### config.mk
export PLATFORM = sky130hd
export DESIGN_NAME = plp_ctrl
export DESIGN_NICKNAME = d
export VERILOG_FILES = /design/src/design/plp_pkg.sv /design/src/design/plp_ctrl.sv
export SDC_FILE = /design/constraint.sdc
export NUM_CORES = 1
export LEC_CHECK = 0
export BUFFER_PORTS_ARGS = -buffer_cell sky130_fd_sc_hd__buf_4
export CAP_MARGIN = 10
export CORE_AREA = 3 3 40 42
export CTS_CLUSTER_SIZE = 16
export DETAILED_ROUTE_END_ITERATION = 10
export DIE_AREA = 0 0 43 45
export HOLD_SLACK_MARGIN = 0.02
export MAX_ROUTING_LAYER = met4
export SETUP_SLACK_MARGIN = 0.15
export SLEW_MARGIN = 20
export SYNTH_ARGS = -nofsm -noshare
export SYNTH_HDL_FRONTEND = slang
export SYNTH_SLANG_ARGS = --single-unit
### constraint.sdc
create_clock -name clk_i -period 1.14 [get_ports clk_i]
set_clock_uncertainty 0.1 [all_clocks]
set_input_delay 0.057 -clock clk_i [delete_from_list [all_inputs] [get_ports clk_i]]
set_output_delay 0.057 -clock clk_i [all_outputs]
set_load 0.005 [all_outputs]
### src/design/plp_pkg.sv
`timescale 1ns / 1ps
// Port list parser package: widths, character codes, phase, error and
// controller state codes, and the command and status bundles.
// No dependencies.
package plp_pkg;

  localparam int unsigned MAX_PORT_DEF   = 65535;
  localparam int unsigned WORD_BITS_DEF  = 32;
  localparam int unsigned MAX_DIGITS_DEF = 5;

  localparam int unsigned CHAR_W   = 8;
  localparam int unsigned WIDX_W   = 11;
  localparam int unsigned STATUS_W = 3;
  localparam int unsigned OUT_W    = 32;
  localparam int unsigned ACC_W    = 17;
  localparam int unsigned DCNT_W   = 3;
  localparam int unsigned DIGIT_W  = 4;

  localparam logic [CHAR_W-1:0] CH_ZERO  = 8'h30;
  localparam logic [CHAR_W-1:0] CH_NINE  = 8'h39;
  localparam logic [CHAR_W-1:0] CH_COMMA = 8'h2C;
  localparam logic [CHAR_W-1:0] CH_DASH  = 8'h2D;

  typedef enum logic [1:0] {
    PH_START,
    PH_NUMBER,
    PH_SPAN,
    PH_SECOND
  } phase_e;

  typedef enum logic [STATUS_W-1:0] {
    ERR_NONE,
    ERR_START_CHAR,
    ERR_PORT_RANGE,
    ERR_NUM_CHAR,
    ERR_NO_SECOND,
    ERR_BAD_RANGE,
    ERR_SECOND_CHAR,
    ERR_DIGITS
  } err_e;

  typedef enum logic [3:0] {
    ST_IDLE,
    ST_DECODE,
    ST_CLEAR,
    ST_PARSE,
    ST_DIV,
    ST_FILL_RD,
    ST_FILL_WR,
    ST_READ,
    ST_READ_WAIT,
    ST_DONE
  } state_e;

  typedef struct packed {
    logic load;
    logic clr_init;
    logic clr_wr;
    logic parse;
    logic div_step;
    logic fill_wr;
    logic rd_sel;
    logic rd_capture;
    logic push;
  } plp_cmd_t;

  typedef struct packed {
    logic action;
    logic new_string;
    logic need_fill;
    logic last_word;
    logic clr_done;
  } plp_stat_t;

endpackage

### src/design/plp_ctrl.sv
`timescale 1ns / 1ps
// Port list parser controller: sequences decode, bitmap clear, parse,
// port division, word fill and reads; owns the channel handshakes. Uses plp_pkg.
module plp_ctrl (
  input  logic                clk_i,
  input  logic                rst_ni,
  input  logic                in_valid_i,
  output logic                in_ready_o,
  input  logic                out_ready_i,
  output logic                out_valid_o,
  input  plp_pkg::plp_stat_t  stat_i,
  output plp_pkg::plp_cmd_t   cmd_o
);
  import plp_pkg::*;

  state_e state_q, state_d;
  logic   out_valid_q, out_valid_d;

  always_ff @(posedge clk_i or negedge rst_ni) begin
    if (!rst_ni) begin
      state_q     <= ST_IDLE;
      out_valid_q <= 1'b0;
    end else begin
      state_q     <= state_d;
      out_valid_q <= out_valid_d;
    end
  end

  always_comb begin
    state_d     = state_q;
    cmd_o       = '0;
    in_ready_o  = 1'b0;
    out_valid_d = out_valid_q && !out_ready_i;
    case (state_q)
      ST_IDLE: begin
        in_ready_o = 1'b1;
        if (in_valid_i) begin
          cmd_o.load = 1'b1;
          state_d    = ST_DECODE;
        end
      end
      ST_DECODE: begin
        if (stat_i.action) begin
          state_d = ST_READ;
        end else if (stat_i.new_string) begin
          cmd_o.clr_init = 1'b1;
          state_d        = ST_CLEAR;
        end else begin
          state_d = ST_PARSE;
        end
      end
      ST_CLEAR: begin
        cmd_o.clr_wr = 1'b1;
        if (stat_i.clr_done) begin
          state_d = ST_PARSE;
        end
      end
      ST_PARSE: begin
        cmd_o.parse = 1'b1;
        state_d     = stat_i.need_fill ? ST_DIV : ST_DONE;
      end
      ST_DIV: begin
        cmd_o.div_step = 1'b1;
        state_d        = ST_FILL_RD;
      end
      ST_FILL_RD: begin
        state_d = ST_FILL_WR;
      end
      ST_FILL_WR: begin
        cmd_o.fill_wr = 1'b1;
        state_d       = stat_i.last_word ? ST_DONE : ST_FILL_RD;
      end
      ST_READ: begin
        cmd_o.rd_sel = 1'b1;
        state_d      = ST_READ_WAIT;
      end
      ST_READ_WAIT: begin
        cmd_o.rd_capture = 1'b1;
        state_d          = ST_DONE;
      end
      ST_DONE: begin
        if (!out_valid_q || out_ready_i) begin
          cmd_o.push  = 1'b1;
          out_valid_d = 1'b1;
          state_d     = ST_IDLE;
        end
      end
      default: begin
        state_d = ST_IDLE;
      end
    endcase
  end

  assign out_valid_o = out_valid_q;

endmodule

### Word-level counts from Yosys, hierarchy flattened

Index checks and enable logic that the tools add are counted.

* reduce and logical (&&, ||, !) cells: 6
* mux-type cells: 24
* eq/ne operators: 12

Operators with widths (number)
* one-hot mux 4 bit (10 select lines): 1
* two-way mux 4 bit: 6
* two-way mux 1 bit: 17
* == test 4 x 3 -> 1 bit, second input constant: 4
* == test 4 x 2 -> 1 bit, second input constant: 2
* == test 4 bit, second input constant: 2
* inequality test 2 bit, second input constant: 3
* == test 4 x 1 -> 1 bit, second input constant: 1
* zero test 4 bit: 1
* AND reduction 3 bit: 1
* zero test 1 bit: 2
* logical AND 1 bit: 1
* logical OR 1 bit: 1

* input port bits: 9
* output and inout port bits: 11
* word-level logic and storage cells: 44
* bits in registers: 5

### Depth between registers and ports, before layout

* depth in word-level cells: 4
* mapped depth: 5
* depth with buffers taken out: 4

### Least setup slack after synthesis

OpenSTA, ideal clock, no wires.

* path kind: register to register
* start point: register state_q[1]
* end point: register state_q[0]
* data required time: 913 ps
* clock period less this slack: 1163 ps
* cell stages (with the launch flop): 5
* path slack: -23 ps
* data arrival time: 936 ps
* cells stage by stage: dfrtp_1 -> buf_6 -> a31oi_1 -> o22a_1 -> o22ai_2

* cells in the longest elaborated chain, start to end: 3

RTL lines
* start: declaration: RTL line plp_ctrl.sv:16 `state_e state_q, state_d;`
* start signal: assignment: RTL line plp_ctrl.sv:24 `state_q <= state_d;`
* == test 4 bit, or another cell as far along: RTL line plp_ctrl.sv:34 `case (state_q)`
* inequality test 2 bit (no line)
* AND reduction 3 bit (no line)

Parallel ways exist; a longest one is shown, timed or not.
A chain may end at the register's enable or synchronous reset.

==> results.py <==
metrics = {
    "global_routing": {
        "track_usage": 0.1507,
        "grt_pass1_vias": 494,
        "overflow": 0,
        "grt_pass1_wl_um": 2090,
        "grt_max_degree": 12,
        "antenna_found_initial": 0,
    },
    "floorplan": {
        "rows": 13,
        "die_w_um": 43,
        "io_pins": 20,
        "initial_core_util": 0.3281,
        "core_area_um2": 1285,
        "die_area_um2": 1935,
        "dieHeight_um": 45,
    },
    "cells_and_area": {
        "finalNetCount": 106,
        "drive_gt1_frac": 0.7083,
        "area_growth_pct": 128.8,
        "diodes": 0,
        "nFillCells": 93,
        "final_util": 0.7507,
    },
    "timing": {
        "hold_slack_ns": 0.04944,
        "hold_violations": 0,
        "min_period_ns": 1.485,
        "grt_setup_unrepaired": "true",
        "fin_ws_ns": -0.3453,
        "setup_violations": 14,
        "tightestPinTransition_ns": 0.2511,
        "slew_headroom": 0.8311,
        "slew_violations": 0,
        "period_share": 1.303,
        "fmax_ghz": 0.6733,
    },
    "synth": {
        "synth_common_cells": "nor2_1, dfrtp_1, nand2b_1",
        "yosys_warnings": 0,
        "synth_largest_area_cell": "dfrtp_1",
        "synth_top_area_frac": 0.2967,
        "synthTopCellsByArea": "dfrtp_1, nor2_1, nand2b_1",
        "synth_cells": 51,
        "synth_cell_types": 23,
        "synth_nets": 60,
        "ys_async_sr_fraction": 1.000,
        "seq_area_frac_synth": 0.2967,
        "ys_ff_latch": 5,
        "synth_edf_count": 0,
        "synth_most_common_cell": "nor2_1",
        "synth_area_per_cell_um2": 8.268,
        "synth.cell_area_um2": 421.7,
        "ys.flop_type": "dfrtp_1",
    },
    "clocking": {
        "numCtsBuffers": 3,
        "cts_buffer_depth": 2,
        "clkTransAtPathRegs_ns": 0.05,
        "cts.sinks": 5,
        "cts_tree": "done",
        "root_buffer": "clkbuf_4",
        "worstSkewPairLatency_ns": 0.24,
        "htreeDepth": 1,
    },
    "setup_path": {
        "crit_type": "reg -> out",
        "timing.rr.start": "state_q[1]$_DFFE_PN0P_",
        "reg2reg_depth": 5,
        "cp-end-kind": "output port",
        "regToRegEndpoint": "state_q[0]$_DFFE_PN0P_",
        "worst_setup_path_start_kind": "register",
        "worst-r2r-setup-slack_ns": -0.24,
        "cp.arrival_ns": 1.33,
        "required_ns": 0.98,
        "crit_fanout": 5,
    },
    "placed_design": {
        "post-dp-hpwl_um": 938.4,
        "io_buffers": 19,
        "gp_congestion": 0.7812,
    },
    "route": {
        "ant_nets": 0,
        "drtPass1Iterations": 4,
        "routedWlPerCell_um": 15.63,
        "drcViolationCount": 0,
        "wirelength_um": 1735,
        "first_iter_violations": 17,
        "num_vias": 568,
        "viasPerCell": 5.117,
    },
    "power_and_ir_drop": {
        "p_leak_nw": 0.4371,
        "vdd_ir_drop_max_mv": 1.300,
        "p_per_area_nw_per_um2": 2636,
    },
    "status": {
        "violations": "setup timing",
        "outcome": "finished, violations left",
    },
    "hold_path": {
        "min_path_type": "in -> async",
    },
    "job": {
        "cap_viol_max_count": 0,
    },
}
[layout make-up]
class	instances	area, um2	share of cell area
Timing Repair Buffer	45	404.1	0.4189
Tap cell	15	18.77	0.01946
Multi-Input combinational cell	42	385.4	0.3995
Clock buffer	4	26.28	0.02724
Sequential cell	5	130.1	0.1349
[per-stage QoR]
step / total power [mW] / setup TNS [ns] / worst slack (ns) / instances / instance area, um2
floorplan: 1.053 / -0.03734 / -0.01911 / 51 / 452.9
global placement: 1.535 / -0.8271 / -0.1344 / 94 / 683.2
detailed placement: 1.548 / -1.024 / -0.1554 / 94 / 683.2
CTS: 1.944 / -3.089 / -0.3613 / 103 / 793.3
global route: 2.700 / -4.045 / -0.3968 / 111 / 964.7
finish: 2.543 / -3.208 / -0.3453 / 111 / 964.7
[state kept, by name, summed over array words and instances, names as in the netlist]
register	cells
out_valid_o	1
state_q	4
[how the worst max path moves through the flow]
stage	endpoint	startpoint	slack (ns)
2_1_floorplan	cmd_o[8]	state_q[0]$_DFFE_PN0P_	-0.02
3_3_place_gp	state_q[3]$_DFFE_PN0P_	state_q[0]$_DFFE_PN0P_	-0.13
3_5_place_dp	cmd_o[8]	state_q[1]$_DFFE_PN0P_	-0.16
4_1_cts	cmd_o[8]	state_q[1]$_DFFE_PN0P_	-0.36
5_1_grt	cmd_o[8]	state_q[3]$_DFFE_PN0P_	-0.40
6_report	cmd_o[8]	state_q[0]$_DFFE_PN0P_	-0.35
[report_power, final]
part	leakage, nW	switching [mW]	internal (mW)	total, mW
Combinational	0.363	0.826	1.11	1.94
Sequential	0.0591	0.129	0.264	0.393
Clock	0.0150	0.0764	0.133	0.209
[logic make-up (layout without fill, tap and decap cells)]
kind of cell | after synthesis | count (layout) | synth area share
and+or+nand+nor | 31 | 31 | 0.4332
AOI/OAI and AO/OA | 11 | 11 | 0.1810
DFF | 5 | 5 | 0.2967
buffers and inverters | 4 | 49 | 0.08901
[routing by layer]
layer  global-route usage  wire [um]  vias up
met5                    -          0        -
met4              0.03614         12        0
met3              0.03586         84        2
met2               0.2515        981       17
met1               0.1854        657      275
li1                     -          -      274
[worst max-delay path, cell delays in order (launching register included)]
cell,delay [ns]
dfrtp_2,0.42
buf_12,0.14
nor4_4,0.26
and2_1,0.15
buf_4,0.10
[layout by cell type (no fill, tap or decap), types with 2 or more instances in the layout]
| cell type | instances |
|---|---|
| nor2_2 | 2 |
| dlygate4sd3_1 | 2 |
| nor3_4 | 2 |
| a21oi_1 | 3 |
| buf_4 | 31 |
| nand2b_4 | 3 |
| dfrtp_2 | 4 |
| nand2_1 | 2 |
| nor2_1 | 9 |
| clkbuf_4 | 3 |
| nand2b_1 | 2 |
| buf_6 | 9 |
[timing repair]
action,CTS,global route
endpoints found under the hold margin,6,0
cloned,0,1
setup buffers,3,7
endpoints found under the setup margin,15,15
pin swaps,2,11
hold buffers,2,0
gates resized for setup,10,22
Note: power is estimated with default switching activity, not from simulation.
